## src/hw/rtl/priority_command_dispatcher_top_defines.svh

```systemverilog
// ----------------------------------------------------------------------------
// dispatcher assertion macros
// shared concurrent assertion forms for the dispatcher
// ----------------------------------------------------------------------------
`ifndef PRIORITY_COMMAND_DISPATCHER_TOP_DEFINES_SVH
`define PRIORITY_COMMAND_DISPATCHER_TOP_DEFINES_SVH

// implication checked every clock outside reset
`define PCD_ASSERT_IMP(label, ante, cons, msg) \
    label: assert property (@(posedge clk) disable iff (!rst_n) (ante) |-> (cons)) \
        else $error(msg);

// next-cycle implication checked outside reset
`define PCD_ASSERT_NEXT(label, ante, cons, msg) \
    label: assert property (@(posedge clk) disable iff (!rst_n) (ante) |=> (cons)) \
        else $error(msg);

`endif

```

## src/hw/rtl/pcd_pkg.sv

```systemverilog
// ----------------------------------------------------------------------------
// dispatcher package
// shared types and codes of the priority command dispatcher
// ----------------------------------------------------------------------------
package pcd_pkg;

    localparam logic [2:0] MODE_SUBMIT  = 3'd0;
    localparam logic [2:0] MODE_CANCEL  = 3'd1;
    localparam logic [2:0] MODE_FRAME   = 3'd2;
    localparam logic [2:0] MODE_SENT    = 3'd3;
    localparam logic [2:0] MODE_SERR    = 3'd4;
    localparam logic [2:0] MODE_DISC    = 3'd5;
    localparam logic [2:0] MODE_PREEMPT = 3'd6;
    localparam logic [2:0] MODE_UNUSED  = 3'd7;

    localparam logic [2:0] KIND_SEND    = 3'd0;
    localparam logic [2:0] KIND_RESP    = 3'd1;
    localparam logic [2:0] KIND_FAIL    = 3'd2;
    localparam logic [2:0] KIND_UNSOL   = 3'd3;
    localparam logic [2:0] KIND_DISP    = 3'd4;
    localparam logic [2:0] KIND_ACK     = 3'd5;
    localparam logic [2:0] KIND_CANCEL  = 3'd6;

    localparam logic [1:0] REG_LINK     = 2'd0;
    localparam logic [1:0] REG_ERRCMD   = 2'd1;
    localparam logic [1:0] REG_LOCALERR = 2'd2;

    typedef struct packed {
        logic [2:0]  mode;
        logic [7:0]  cmd;
        logic [1:0]  priority_req;
        logic [15:0] payload_tag;
        logic [15:0] ticket;
        logic [7:0]  seq;
        logic        fatal;
    } item_t;

    typedef struct packed {
        logic [2:0]  kind;
        logic [15:0] ticket_out;
        logic [7:0]  cmd_out;
        logic [7:0]  seq_out;
        logic [15:0] payload_out;
        logic        ok;
        logic        last;
    } result_t;

endpackage

```

## src/hw/rtl/priority_command_dispatcher_top.sv

```systemverilog
// submit, cancel and flush walk the queue in the engine one entry per cycle, a flush
// only while the output is not stalled; the engine takes one beat at a time and takes
// no new beat until it is done with the last
// reset: asynchronous, queue empty, no active command, next ticket 1
// ----------------------------------------------------------------------------
// priority command dispatcher top
// stream front end, command queue and dispatch engine
// ----------------------------------------------------------------------------
`include "priority_command_dispatcher_top_defines.svh"
module priority_command_dispatcher_top
#(
    parameter int QUEUE_DEPTH     = 16,
    parameter int TICKET_BITS     = 16,
    parameter int PRIORITY_LEVELS = 4
)
(
    input  logic        clk,
    input  logic        rst_n,
    input  logic        s_axis_tvalid,
    output logic        s_axis_tready,
    // cmd, priority_req, payload_tag, ticket, seq, fatal, zero pad
    input  logic [55:0] s_axis_tdata,
    // mode
    input  logic [2:0]  s_axis_tuser,
    output logic        m_axis_tvalid,
    input  logic        m_axis_tready,
    // ticket_out, cmd_out, seq_out, payload_out, ok, zero pad
    output logic [55:0] m_axis_tdata,
    // kind
    output logic [2:0]  m_axis_tuser,
    output logic        m_axis_tlast,
    input  logic        cfg_we,
    input  logic [1:0]  cfg_index,
    input  logic [7:0]  cfg_data
);

    logic             link_reg;
    logic [7:0]       errcmd_reg;
    logic [7:0]       lerr_reg;
    pcd_pkg::item_t   in_item;
    pcd_pkg::item_t   q_item;
    pcd_pkg::result_t res;
    logic             q_valid;
    logic             q_ready;
    logic             busy;

    assign in_item.mode         = s_axis_tuser;
    assign in_item.cmd          = s_axis_tdata[7:0];
    assign in_item.priority_req = s_axis_tdata[9:8];
    assign in_item.payload_tag  = s_axis_tdata[25:10];
    assign in_item.ticket       = s_axis_tdata[41:26];
    assign in_item.seq          = s_axis_tdata[49:42];
    assign in_item.fatal        = s_axis_tdata[50];

    assign m_axis_tdata = {7'd0, res.ok, res.payload_out, res.seq_out, res.cmd_out,
                           res.ticket_out};
    assign m_axis_tuser = res.kind;
    assign m_axis_tlast = res.last;

    always_ff @(posedge clk or negedge rst_n)
    begin
        if (!rst_n)
        begin
            link_reg   <= 1'b1;
            errcmd_reg <= 8'hff;
            lerr_reg   <= 8'hff;
        end
        else if (cfg_we)
        begin
            case (cfg_index)
                pcd_pkg::REG_LINK:     link_reg   <= cfg_data[0];
                pcd_pkg::REG_ERRCMD:   errcmd_reg <= cfg_data;
                pcd_pkg::REG_LOCALERR: lerr_reg   <= cfg_data;
                default:               ;
            endcase
        end
    end

    pcd_front u_front
    (
        .clk      (clk),
        .rst_n    (rst_n),
        .in_valid (s_axis_tvalid),
        .in_ready (s_axis_tready),
        .in_item  (in_item),
        .q_valid  (q_valid),
        .q_ready  (q_ready),
        .q_item   (q_item)
    );

    pcd_engine #(
        .QUEUE_DEPTH     (QUEUE_DEPTH),
        .TICKET_BITS     (TICKET_BITS),
        .PRIORITY_LEVELS (PRIORITY_LEVELS)
    ) u_engine
    (
        .clk              (clk),
        .rst_n            (rst_n),
        .q_valid          (q_valid),
        .q_ready          (q_ready),
        .q_item           (q_item),
        .link_present     (link_reg),
        .error_cmd        (errcmd_reg),
        .local_error_code (lerr_reg),
        .out_valid        (m_axis_tvalid),
        .out_ready        (m_axis_tready),
        .out_res          (res),
        .busy             (busy)
    );

    `PCD_ASSERT_IMP(a_valid_busy, m_axis_tvalid, busy, "result pending while engine reports idle")
    `PCD_ASSERT_IMP(a_kind_range, m_axis_tvalid, m_axis_tuser <= pcd_pkg::KIND_CANCEL, "bad result kind")
    `PCD_ASSERT_NEXT(a_hold, m_axis_tvalid && !m_axis_tready, m_axis_tvalid, "result dropped")

endmodule

```

## src/hw/rtl/pcd_front.sv

```systemverilog
// ----------------------------------------------------------------------------
// dispatcher front end
// accepts input beats into a short command queue for the engine
// ----------------------------------------------------------------------------
module pcd_front
(
    input  logic            clk,
    input  logic            rst_n,
    input  logic            in_valid,
    output logic            in_ready,
    input  pcd_pkg::item_t  in_item,
    output logic            q_valid,
    input  logic            q_ready,
    output pcd_pkg::item_t  q_item
);

    pcd_pkg::item_t fifo_reg [2];
    logic [1:0] cnt_reg;
    logic       wp_reg;
    logic       rp_reg;
    logic       push;
    logic       pop;

    assign in_ready = (cnt_reg != 2'd2);
    assign q_valid  = (cnt_reg != 2'd0);
    assign q_item   = fifo_reg[rp_reg];
    // unused mode beats are dropped here
    assign push     = in_valid && in_ready && (in_item.mode != pcd_pkg::MODE_UNUSED);
    assign pop      = q_valid && q_ready;

    always_ff @(posedge clk or negedge rst_n)
    begin
        if (!rst_n)
        begin
            cnt_reg <= 2'd0;
            wp_reg  <= 1'b0;
            rp_reg  <= 1'b0;
        end
        else
        begin
            if (push)
                wp_reg <= ~wp_reg;
            if (pop)
                rp_reg <= ~rp_reg;
            cnt_reg <= cnt_reg + {1'b0, push} - {1'b0, pop};
        end
    end

    always_ff @(posedge clk)
    begin
        if (push)
            fifo_reg[wp_reg] <= in_item;
    end

endmodule

```

## src/hw/rtl/pcd_engine.sv

```systemverilog
// ----------------------------------------------------------------------------
// dispatcher engine
// priority queue, active command tracking and result sequencing
// ----------------------------------------------------------------------------
module pcd_engine
#(
    parameter int QUEUE_DEPTH     = 16,
    parameter int TICKET_BITS     = 16,
    parameter int PRIORITY_LEVELS = 4
)
(
    input  logic             clk,
    input  logic             rst_n,
    input  logic             q_valid,
    output logic             q_ready,
    input  pcd_pkg::item_t   q_item,
    input  logic             link_present,
    input  logic [7:0]       error_cmd,
    input  logic [7:0]       local_error_code,
    output logic             out_valid,
    input  logic             out_ready,
    output pcd_pkg::result_t out_res,
    output logic             busy
);

    localparam int IW = $clog2(QUEUE_DEPTH);
    localparam int CW = $clog2(QUEUE_DEPTH + 1);
    localparam int PW = (PRIORITY_LEVELS > 1) ? $clog2(PRIORITY_LEVELS) : 1;
    localparam logic [PW-1:0] PMAX = PW'(PRIORITY_LEVELS - 1);

    typedef enum logic [8:0] {
        ST_IDLE   = 9'b000000001,
        ST_FIND   = 9'b000000010,
        ST_SHIFT  = 9'b000000100,
        ST_SEND   = 9'b000001000,
        ST_EMIT   = 9'b000010000,
        ST_FLUSH  = 9'b000100000,
        ST_CLOSE  = 9'b001000000,
        ST_REMOVE = 9'b010000000,
        ST_WAIT   = 9'b100000000
    } state_t;

    typedef struct packed {
        logic [TICKET_BITS-1:0] ticket;
        logic [7:0]             cmd;
        logic [15:0]            payload;
        logic [PW-1:0]          prio;
    } qent_t;

    state_t                 state_reg, state_next;
    pcd_pkg::item_t         it_reg, it_next;
    qent_t                  q_reg [QUEUE_DEPTH];
    logic [CW-1:0]          cnt_reg, cnt_next;
    logic [CW-1:0]          idx_reg, idx_next;
    logic                   waiting_reg, waiting_next;
    logic [TICKET_BITS-1:0] at_reg, at_next;
    logic [7:0]             ac_reg, ac_next;
    logic [7:0]             as_reg, as_next;
    logic                   sk_reg, sk_next;
    logic [TICKET_BITS-1:0] nt_reg, nt_next;
    logic [TICKET_BITS-1:0] ack_tk_reg, ack_tk_next;
    logic                   ack_ok_reg, ack_ok_next;
    logic                   pend_reg, pend_next;
    logic                   ov_reg, ov_next;
    pcd_pkg::result_t       res_reg, res_next;
    logic                   q_we;
    logic [IW-1:0]          q_wa;
    qent_t                  q_wd;
    logic [PW-1:0]          prio_sat;
    logic [TICKET_BITS-1:0] nt_inc;
    logic                   can_emit;

    assign q_ready   = (state_reg == ST_IDLE);
    assign out_valid = ov_reg;
    assign out_res   = res_reg;
    assign busy      = (state_reg != ST_IDLE) || ov_reg;
    assign can_emit  = !ov_reg || out_ready;
    assign prio_sat  = ({1'b0, it_reg.priority_req} > (3)'(PRIORITY_LEVELS - 1)) ? PMAX
                     : PW'(it_reg.priority_req);
    assign nt_inc    = nt_reg + 1'b1;

    function automatic pcd_pkg::result_t mk(logic [2:0] k, logic [TICKET_BITS-1:0] t,
        logic [7:0] c, logic [7:0] s, logic [15:0] p, logic o, logic l);
        pcd_pkg::result_t r;
        r.kind        = k;
        r.ticket_out  = 16'(t);
        r.cmd_out     = c;
        r.seq_out     = s;
        r.payload_out = p;
        r.ok          = o;
        r.last        = l;
        return r;
    endfunction

    always_comb
    begin
        state_next  = state_reg;
        it_next     = it_reg;
        cnt_next    = cnt_reg;
        idx_next    = idx_reg;
        waiting_next = waiting_reg;
        at_next     = at_reg;
        ac_next     = ac_reg;
        as_next     = as_reg;
        sk_next     = sk_reg;
        nt_next     = nt_reg;
        ack_tk_next = ack_tk_reg;
        ack_ok_next = ack_ok_reg;
        pend_next   = pend_reg;
        ov_next     = ov_reg && !out_ready;
        res_next    = res_reg;
        q_we        = 1'b0;
        q_wa        = '0;
        q_wd        = '0;
        case (state_reg)
            ST_IDLE:
            begin
                if (q_valid)
                begin
                    it_next  = q_item;
                    idx_next = '0;
                    state_next = ST_EMIT;
                    case (q_item.mode)
                        pcd_pkg::MODE_SUBMIT:
                            state_next = ST_FIND;
                        pcd_pkg::MODE_CANCEL:
                            state_next = ST_FIND;
                        default:
                            state_next = ST_EMIT;
                    endcase
                end
            end
            // search for insertion point or cancel target
            ST_FIND:
            begin
                if (it_reg.mode == pcd_pkg::MODE_SUBMIT)
                begin
                    if (!link_present || cnt_reg >= CW'(QUEUE_DEPTH))
                        state_next = ST_EMIT;
                    else if (idx_reg == cnt_reg ||
                             prio_sat < q_reg[idx_reg[IW-1:0]].prio)
                    begin
                        idx_next   = cnt_reg;
                        ack_tk_next = nt_reg;
                        pend_next  = 1'b0;
                        state_next = ST_SHIFT;
                        it_next.ticket = 16'(idx_reg);
                    end
                    else
                        idx_next = idx_reg + 1'b1;
                end
                else
                begin
                    if (it_reg.ticket == 16'd0 || 16'(at_reg) == it_reg.ticket ||
                        idx_reg == cnt_reg)
                    begin
                        ack_ok_next = 1'b0;
                        state_next  = ST_EMIT;
                    end
                    else if (16'(q_reg[idx_reg[IW-1:0]].ticket) == it_reg.ticket)
                    begin
                        ack_ok_next = 1'b1;
                        state_next  = ST_REMOVE;
                    end
                    else
                        idx_next = idx_reg + 1'b1;
                end
            end
            // open a slot at the insertion point, position held in it_reg.ticket
            ST_SHIFT:
            begin
                if (idx_reg == CW'(it_reg.ticket))
                begin
                    q_we = 1'b1;
                    q_wa = idx_reg[IW-1:0];
                    q_wd.ticket  = nt_reg;
                    q_wd.cmd     = it_reg.cmd;
                    q_wd.payload = it_reg.payload_tag;
                    q_wd.prio    = prio_sat;
                    cnt_next     = cnt_reg + 1'b1;
                    nt_next      = (nt_inc == '0) ? {{(TICKET_BITS-1){1'b0}}, 1'b1} : nt_inc;
                    state_next   = ST_SEND;
                end
                else
                begin
                    q_we = 1'b1;
                    q_wa = idx_reg[IW-1:0];
                    q_wd = q_reg[idx_reg[IW-1:0] - 1'b1];
                    idx_next = idx_reg - 1'b1;
                end
            end
            // pop head to active if idle, then continue with tail results
            ST_SEND:
            begin
                if (waiting_reg || cnt_reg == '0 || !link_present)
                    state_next = ST_CLOSE;
                else if (can_emit)
                begin
                    ov_next  = 1'b1;
                    res_next = mk(pcd_pkg::KIND_SEND, q_reg[0].ticket, q_reg[0].cmd,
                        8'd0, q_reg[0].payload, 1'b0,
                        (it_reg.mode != pcd_pkg::MODE_SUBMIT));
                    waiting_next = 1'b1;
                    at_next  = q_reg[0].ticket;
                    ac_next  = q_reg[0].cmd;
                    as_next  = 8'd0;
                    sk_next  = 1'b0;
                    idx_next = '0;
                    pend_next = 1'b1;
                    state_next = ST_REMOVE;
                end
            end
            // remove entry idx by shifting down
            ST_REMOVE:
            begin
                if (idx_reg + 1'b1 >= cnt_reg)
                begin
                    cnt_next   = cnt_reg - 1'b1;
                    state_next = pend_reg ? ST_CLOSE : ST_EMIT;
                end
                else
                begin
                    q_we = 1'b1;
                    q_wa = idx_reg[IW-1:0];
                    q_wd = q_reg[idx_reg[IW-1:0] + 1'b1];
                    idx_next = idx_reg + 1'b1;
                end
            end
            // tail result of send-related paths
            ST_CLOSE:
            begin
                if (it_reg.mode != pcd_pkg::MODE_SUBMIT)
                    state_next = ST_WAIT;
                else if (can_emit)
                begin
                    ov_next  = 1'b1;
                    res_next = mk(pcd_pkg::KIND_ACK, ack_tk_reg, 8'd0, 8'd0, 16'd0,
                        1'b1, 1'b1);
                    state_next = ST_WAIT;
                end
            end
            ST_EMIT:
            begin
                if (can_emit)
                begin
                    state_next = ST_WAIT;
                    case (it_reg.mode)
                        pcd_pkg::MODE_SUBMIT:
                        begin
                            if (!link_present && !pend_reg)
                            begin
                                ov_next  = 1'b1;
                                res_next = mk(pcd_pkg::KIND_FAIL, '0, error_cmd, 8'd0,
                                    {8'd0, local_error_code}, 1'b0, 1'b0);
                                pend_next = 1'b1;
                                state_next = ST_EMIT;
                            end
                            else
                            begin
                                ov_next  = 1'b1;
                                res_next = mk(pcd_pkg::KIND_ACK, '0, 8'd0, 8'd0, 16'd0,
                                    1'b0, 1'b1);
                            end
                        end
                        pcd_pkg::MODE_CANCEL:
                        begin
                            ov_next  = 1'b1;
                            res_next = mk(pcd_pkg::KIND_CANCEL, '0, 8'd0, 8'd0, 16'd0,
                                ack_ok_reg, 1'b1);
                            res_next.ticket_out = it_reg.ticket;
                        end
                        pcd_pkg::MODE_FRAME:
                        begin
                            ov_next = 1'b1;
                            if (waiting_reg && (it_reg.cmd == error_cmd ||
                                (sk_reg && it_reg.seq == as_reg) ||
                                (!sk_reg && it_reg.cmd == ac_reg)))
                            begin
                                res_next = mk(pcd_pkg::KIND_RESP, at_reg, it_reg.cmd,
                                    it_reg.seq, it_reg.payload_tag, 1'b0,
                                    (cnt_reg == '0) || !link_present);
                                waiting_next = 1'b0;
                                at_next = '0;
                                ac_next = 8'd0;
                                as_next = 8'd0;
                                sk_next = 1'b0;
                                state_next = ST_SEND;
                            end
                            else
                                res_next = mk(pcd_pkg::KIND_UNSOL, '0, it_reg.cmd,
                                    it_reg.seq, it_reg.payload_tag, 1'b0, 1'b1);
                        end
                        pcd_pkg::MODE_SENT:
                        begin
                            if (waiting_reg && it_reg.cmd == ac_reg && at_reg != '0)
                            begin
                                as_next = it_reg.seq;
                                sk_next = 1'b1;
                                ov_next = 1'b1;
                                res_next = mk(pcd_pkg::KIND_DISP, at_reg, it_reg.cmd,
                                    it_reg.seq, 16'd0, 1'b0, 1'b1);
                            end
                        end
                        default:
                        begin
                            // serial error, disconnect, preempt
                            if (it_reg.mode == pcd_pkg::MODE_SERR && !waiting_reg &&
                                cnt_reg == '0)
                                state_next = ST_WAIT;
                            else
                            begin
                                if (waiting_reg)
                                begin
                                    ov_next  = 1'b1;
                                    res_next = mk(pcd_pkg::KIND_FAIL, at_reg, error_cmd,
                                        8'd0, {8'd0, local_error_code}, 1'b0, 1'b0);
                                    waiting_next = 1'b0;
                                    at_next = '0;
                                    ac_next = 8'd0;
                                    as_next = 8'd0;
                                    sk_next = 1'b0;
                                end
                                idx_next = '0;
                                if (it_reg.mode == pcd_pkg::MODE_PREEMPT)
                                    state_next = ST_WAIT;
                                else if (it_reg.mode == pcd_pkg::MODE_SERR && !it_reg.fatal)
                                    state_next = ST_SEND;
                                else
                                    state_next = ST_FLUSH;
                                // last flag fixed up on the way out
                                res_next.last = 1'b0;
                                if (waiting_reg && (it_reg.mode == pcd_pkg::MODE_PREEMPT ||
                                    (it_reg.mode != pcd_pkg::MODE_SERR || it_reg.fatal ?
                                     cnt_reg == '0 : (cnt_reg == '0 || !link_present))))
                                    res_next.last = 1'b1;
                            end
                        end
                    endcase
                end
            end
            ST_FLUSH:
            begin
                if (idx_reg >= cnt_reg)
                begin
                    cnt_next   = '0;
                    state_next = ST_WAIT;
                end
                else if (can_emit)
                begin
                    ov_next  = 1'b1;
                    res_next = mk(pcd_pkg::KIND_FAIL, q_reg[idx_reg[IW-1:0]].ticket,
                        error_cmd, 8'd0, {8'd0, local_error_code}, 1'b0,
                        (idx_reg + 1'b1 == cnt_reg));
                    idx_next = idx_reg + 1'b1;
                end
            end
            ST_WAIT:
            begin
                pend_next  = 1'b0;
                state_next = ST_IDLE;
            end
            default:
                state_next = ST_IDLE;
        endcase
    end

    always_ff @(posedge clk or negedge rst_n)
    begin
        if (!rst_n)
        begin
            state_reg   <= ST_IDLE;
            cnt_reg     <= '0;
            waiting_reg <= 1'b0;
            at_reg      <= '0;
            ac_reg      <= 8'd0;
            as_reg      <= 8'd0;
            sk_reg      <= 1'b0;
            nt_reg      <= {{(TICKET_BITS-1){1'b0}}, 1'b1};
            pend_reg    <= 1'b0;
            ov_reg      <= 1'b0;
        end
        else
        begin
            state_reg   <= state_next;
            cnt_reg     <= cnt_next;
            waiting_reg <= waiting_next;
            at_reg      <= at_next;
            ac_reg      <= ac_next;
            as_reg      <= as_next;
            sk_reg      <= sk_next;
            nt_reg      <= nt_next;
            pend_reg    <= pend_next;
            ov_reg      <= ov_next;
        end
    end

    always_ff @(posedge clk)
    begin
        it_reg     <= it_next;
        idx_reg    <= idx_next;
        ack_tk_reg <= ack_tk_next;
        ack_ok_reg <= ack_ok_next;
        res_reg    <= res_next;
        if (q_we)
            q_reg[q_wa] <= q_wd;
    end

endmodule

```

## config.mk

```make
export PLATFORM = sky130hd
export DESIGN_NAME = priority_command_dispatcher_top
export DESIGN_NICKNAME = d
export VERILOG_FILES = /design/src/hw/rtl/pcd_pkg.sv /design/src/hw/rtl/priority_command_dispatcher_top.sv /design/src/hw/rtl/pcd_front.sv /design/src/hw/rtl/pcd_engine.sv
export VERILOG_INCLUDE_DIRS = /design/src /design/src/hw/rtl
export SDC_FILE = /design/constraint.sdc
export NUM_CORES = 1
export LEC_CHECK = 0
export BUFFER_PORTS_ARGS = -buffer_cell sky130_fd_sc_hd__buf_2
export CORE_MARGIN = 5
export CORE_UTILIZATION = 63
export CTS_CLUSTER_DIAMETER = 80
export DETAILED_ROUTE_END_ITERATION = 16
export PLACE_DENSITY_LB_ADDON = 0.15
export SLEW_MARGIN = 20
export SYNTH_ARGS = -nofsm -noshare
export SYNTH_HDL_FRONTEND = slang
export SYNTH_HIERARCHICAL = 1
export SYNTH_SLANG_ARGS = --single-unit
```

## constraint.sdc

```tcl
create_clock -name clk -period 8.76 [get_ports clk]
set_input_delay 0.876 -clock clk [delete_from_list [all_inputs] [get_ports clk]]
set_output_delay 0.876 -clock clk [all_outputs]
set_load 0.03 [all_outputs]
```

**After elaboration in Yosys (flattened, before gate mapping)**

Memory sizes are Yosys's and may differ from the RTL's. A register that Yosys moved wholly into a read port is not among the register bits.
Cells that the tools add are included.

- Multiplexer cells: 132
- Reduce and logical (&&, ||, !) cells: 72
- Magnitude comparators: 4
- Eq/ne operators: 65
- Add/subtract/negate cells: 9
- Bitwise operators: 4

Operators by type and width:

| operator | count |
|---|---|
| $mux W53 | 11 |
| $pmux W53 S4 | 2 |
| $mux W9 | 18 |
| $mux W16 | 10 |
| $pmux W16 S2 | 3 |
| $mux W5 | 19 |
| $mux W42 | 2 |
| $pmux W42 S2 | 1 |
| $mux W8 | 10 |
| $pmux W9 S8 | 1 |
| $mux W52 | 1 |
| $pmux W8 S2 | 3 |
| $pmux W5 S7 | 1 |
| $mux W1 | 33 |
| $eq A16 B16 Y1 | 2 |
| $logic_not A16 Y1 | 2 |
| $pmux W9 S3 | 1 |
| $reduce_and A9 Y1 | 3 |
| $mux W25 | 1 |
| $eq A8 B8 Y1 | 3 |
| $ne A2 B1 Y1 const B | 12 |
| $pmux W8 S3 | 1 |
| $ne A2 B2 Y1 const B | 11 |
| $add A16 B1 Y16 const B | 1 |
| 63 further kinds | 134 |

- Word-level logic and storage cells: 321
- Memories kept: 2
- Bits in writable memories: 780
- Register bits after elaboration: 216
- Output and inout bits: 62
- Input bits: 74

Memories:

| memory | words | bits a word | rd ports | clocked after Yosys merged registers in | wr ports | RTL line | source |
|---|---|---|---|---|---|---|---|
| u_engine.q_reg | 16 | 42 | 4 | 1 | 1 | pcd_engine.sv:52 | `qent_t q_reg [QUEUE_DEPTH];` |
| u_front.fifo_reg | 2 | 54 | 1 | 0 | 1 | pcd_front.sv:17 | `pcd_pkg::item_t fifo_reg [2];` |

**Longest topological paths before layout**

- Depth in word-level cells: 10
- Mapped depth: 17
- Gate-level depth less buffers: 13

**Modules after synthesis**

The synthesis kept the hierarchy.

Modules (own cells, without submodules):

| module | area each (um^2) | times used | sequential area each (um^2) | cells an instance |
|---|---|---|---|---|
| pcd_engine | 44164.9 | 1 | 25787.2 | 2657 |
| pcd_front | 4352.9 | 1 | 3343.2 | 187 |
| priority_command_dispatcher_top | 742.0 | 1 | 446.7 | 45 |

**Least setup slack after synthesis**

No wires, ideal clock.

- Path type: flip-flop to flip-flop
- Start point: reg u_engine.idx_reg[0]
- End point: reg u_engine.res_reg, in the netlist u_engine/out_res[10], enable pin
- Path slack: 1506 ps
- Cell stages (with the launch flop): 14
- Arrival: 6712 ps
- Data required time: 8219 ps
- Cell sequence: edfxtp_1 > clkbuf_1 > clkbuf_1 > buf_2 > clkbuf_1 > clkbuf_1 > inv_1 > ha_1 > a211oi_1 > nand2_1 > nand2_1 > o211ai_1 > a211oi_1 > a21boi_0

- Cells in the longest elaborated chain, start to end: 3

RTL lines:

| item | RTL line | source |
|---|---|---|
| start, declared | pcd_engine.sv:54 | `logic [CW-1:0] idx_reg, idx_next;` |
| start signal, assigned | pcd_engine.sv:400 | `idx_reg <= idx_next;` |
| $ge A5 B5 Y1 | pcd_engine.sv:343 | `if (idx_reg >= cnt_reg)` |
| $ne A2 B2 Y1 (no source line) | - |  |
| $reduce_and A11 Y1 (no source line) | - |  |
| end signal, assigned | pcd_engine.sv:403 | `res_reg <= res_next;` |
| end, declared | pcd_engine.sv:65 | `pcd_pkg::result_t res_reg, res_next;` |

Every way passes these cells.
A chain may end at the register's enable or synchronous reset.

**Final worst setup path**

- Start point: reg u_engine.idx_reg[0]
- End point: mem u_engine/q_reg[3][28] (netlist name), enable pin

- Cells in the longest elaborated chain, start to end: 6

RTL lines:

| item | RTL line | source |
|---|---|---|
| $add A5 B1 Y5 | pcd_engine.sv:216 | `if (idx_reg + 1'b1 >= cnt_reg)` |
| $ge A5 B5 Y1 | pcd_engine.sv:216 |  |
| $mux W1 | pcd_engine.sv:216 |  |
| $pmux W1 S2 | pcd_engine.sv:115 | `case (state_reg)` |
| $mux W1 | pcd_engine.sv:404 | `if (q_we)` |
| $mux W1 (not written as such) | pcd_engine.sv:405 | `q_reg[q_wa] <= q_wd;` |
| end, declared | pcd_engine.sv:52 |  |

Several ways; a longest one is shown, not always the timed one.

==> flow_metrics.py <==
metrics = {
    "sta": {
        "clock-skew-final_ns": 0.0409,
        "final_critical_path_required_period_ns": 6.26,
        "final.period_utilization": 0.714,
        "setup_violations": 0,
        "total_count_of_hold_check_failures_in_the_final_report": 0,
        "fmaxAchievable_ghz": 0.160,
        "fin_worst_hold_slack_ns": 0.146,
        "timing.setup.tns_ns": 0,
        "relSlewSlack": 0.226,
        "rsz0062_at_grt": "no",
        "finalMaxSlewViolations": 0,
        "tightestPinTransition_ns": 1.16,
    },
    "logic_synthesis": {
        "yosys_warnings": 6,
        "synthesized_cell_area_sq_mm": 0.0493,
        "synthCells": 2888,
        "synth.avg_cell_area_sq_um": 17.1,
    },
    "pwr": {
        "design_power_total_uw": 16900,
        "static-leakage-power_uw": 0.0165,
        "max-vdd-ir-drop_mv": 0.297,
        "pwr_density_cell_mw_per_mm2": 311,
    },
    "drt": {
        "drtAntennaViolNets": 0,
        "detail_route.wirelength_microns": 129000,
        "route.detailed.wl_per_inst_microns": 31.7,
        "routed-via-count": 29572,
        "route.detailed.drc": 0,
        "drtPass1Iterations": 6,
        "viasPerCell": 7.24,
        "drtIter0Drc": 3688,
    },
    "placed_design": {
        "port_buffers": 123,
        "gp_congestion": 0.950,
        "hpwl_microns": 77400,
        "placed_cells_incl_taps": 3887,
    },
    "finish": {
        "final_util": 0.702,
        "area_delta_synth_final_pct": 10.4,
        "drive_gt1_frac": 0.322,
        "final_nets": 3047,
        "final_cell_count_no_fill": 4083,
        "number_of_flip_flops_in_the_largest_register": 672,
        "num-fill-cells": 4923,
    },
    "floorplan": {
        "die_height_microns": 290,
        "chipWidth_microns": 290,
        "design.portCount": 136,
        "floorplan.die_area_sq_mm": 0.0839,
        "fp-row-count": 102,
        "initial_util": 0.636,
        "core_sq_mm": 0.0775,
    },
    "worst_setup_path": {
        "timing.setup.critical_path_class": "flip-flop to flip-flop",
        "critPathMaxFanout": 57,
        "crit_path_end_kind": "flip-flop",
        "data_arrival_at_the_endpoint_of_the_critical_path_ns": 6.55,
        "start_kind": "flip-flop",
        "setup_slack_on_the_worst_flop_to_flop_path_ns": 2.50,
        "cp.required_ns": 9.05,
    },
    "clock_tree": {
        "hold_buffers": 0,
        "cts.repair.resized": 0,
        "insertion_delay_ns": 0.69,
        "cts_root_buf": "sky130_fd_sc_hd__clkbuf_16",
        "maximum_level_of_the_cts_h_tree": 3,
        "post-cts-setup-buffers": 0,
        "clock-sinks": 1000,
        "cts_tree": "yes",
        "clock_path_buffers": 3,
        "cts_buffers": 101,
        "clock_transition_at_the_register_clock_pins_on_the_worst_setup_and_hold_paths_after_cts_ns": 0.06,
    },
    "job": {
        "maxCapViolations": 0,
    },
    "worst_hold_path": {
        "hold_path_class": "input pin to async pin",
    },
    "grt": {
        "antenna_found_initial": 5,
        "grt_pass1_vias": 29778,
        "grt_start_max_net_pins": 125,
        "wire_length_of_the_first_global_routing_pass_microns": 192000,
        "globalRouteOverflowTotal": 0,
        "tot_gr_track_use": 0.312,
    },
    "status": {
        "run_status": "complete, no violations",
    },
}
## critical path, stage by stage (launching register included)
cell,delay [ns]
sky130_fd_sc_hd__edfxtp_1,0.37
sky130_fd_sc_hd__buf_4,0.73
sky130_fd_sc_hd__nand3_1,0.34
sky130_fd_sc_hd__xor2_4,0.83
sky130_fd_sc_hd__inv_1,0.12
sky130_fd_sc_hd__ha_1,0.32
sky130_fd_sc_hd__nor2b_1,0.14
sky130_fd_sc_hd__o21ai_0,0.16
sky130_fd_sc_hd__nand2_1,0.11
sky130_fd_sc_hd__or2_4,0.58
sky130_fd_sc_hd__nand2_1,0.21
sky130_fd_sc_hd__nand3b_1,0.31
sky130_fd_sc_hd__nor2_4,0.98
sky130_fd_sc_hd__buf_4,0.62
## placed cells by master (no fill, tap or decap), types with 8 or more instances in the layout
| master | instances |
|---|---|
| sky130_fd_sc_hd__o211ai_1 | 9 |
| sky130_fd_sc_hd__clkinvlp_4 | 8 |
| sky130_fd_sc_hd__mux4_2 | 438 |
| sky130_fd_sc_hd__clkbuf_16 | 101 |
| sky130_fd_sc_hd__nand2b_1 | 14 |
| sky130_fd_sc_hd__nor4_1 | 22 |
| sky130_fd_sc_hd__xor2_1 | 66 |
| sky130_fd_sc_hd__o22ai_1 | 36 |
| sky130_fd_sc_hd__xnor2_1 | 44 |
| sky130_fd_sc_hd__clkbuf_1 | 25 |
| sky130_fd_sc_hd__clkinv_2 | 15 |
| sky130_fd_sc_hd__nand3_1 | 39 |
| sky130_fd_sc_hd__buf_4 | 53 |
| sky130_fd_sc_hd__inv_1 | 27 |
| sky130_fd_sc_hd__bufinv_16 | 12 |
| sky130_fd_sc_hd__a22oi_1 | 17 |
| sky130_fd_sc_hd__a22o_1 | 10 |
| sky130_fd_sc_hd__edfxtp_1 | 909 |
| sky130_fd_sc_hd__nor3_1 | 24 |
| sky130_fd_sc_hd__a221oi_1 | 9 |
| sky130_fd_sc_hd__nor2b_1 | 13 |
| sky130_fd_sc_hd__and3_1 | 25 |
| sky130_fd_sc_hd__ha_1 | 18 |
| sky130_fd_sc_hd__o21ai_0 | 128 |
| sky130_fd_sc_hd__nor2_1 | 47 |
| sky130_fd_sc_hd__buf_2 | 124 |
| sky130_fd_sc_hd__mux2_4 | 53 |
| sky130_fd_sc_hd__a211oi_1 | 8 |
| sky130_fd_sc_hd__mux2i_1 | 122 |
| sky130_fd_sc_hd__a222oi_1 | 15 |
| sky130_fd_sc_hd__a21oi_1 | 46 |
| sky130_fd_sc_hd__nor2_4 | 14 |
| sky130_fd_sc_hd__dfstp_2 | 19 |
| sky130_fd_sc_hd__dfrtp_1 | 67 |
| sky130_fd_sc_hd__nand4_1 | 14 |
| sky130_fd_sc_hd__nand2_1 | 208 |
| sky130_fd_sc_hd__clkinv_1 | 17 |
| sky130_fd_sc_hd__mux2_2 | 82 |
## cell type report
class                      count  area [sq um]  share of cell area
antenna                        3          7.51            0.000138
clock buffer                 131          2690              0.0495
clock inverter                59           746              0.0137
sequential                  1000         29600               0.544
multi-input combinational   1641         18800               0.346
timing repair buffer         181          1100              0.0202
tap                         1040          1300              0.0239
inverter                      28           105             0.00193
## metal layers
| layer | global-route usage | part of all wire |
|---|---|---|
| met5 | 0 | 0.00022 |
| met4 | 0.152 | 0.059 |
| met3 | 0.0503 | 0.089 |
| met2 | 0.514 | 0.50 |
| met1 | 0.415 | 0.35 |
## where the power goes
part / switching (uW) / internal, uW
registers: 679 / 5790
clock network: 1850 / 2550
logic: 3390 / 2650
total: 5920 / 11000
## metrics by stage
stage	cell area, sq um	worst slack [ns]
detailed placement	50800	2.54
CTS	54300	2.48
global route	54400	2.20
finish	54400	2.50
global placement	50800	2.58
floorplan	49300	1.51
## final timing paths
path / from / endpoint / depth (start not counted)
min: rst_n / u_engine/as_reg[5] / 1
min in group clk: s_axis_tdata[23] / u_front/fifo_reg[0][38] / 1
max in group asynchronous: rst_n / u_front/rp_reg / 2
max: u_engine/idx_reg[0] / u_engine/q_reg[3][28] / 13
max reg2reg: u_engine/idx_reg[0] / u_engine/q_reg[3][28] / 13
min reg2reg: u_front/cnt_reg[1] / u_front/cnt_reg[1] / 1
Note: power is estimated with default switching activity, not from simulation.
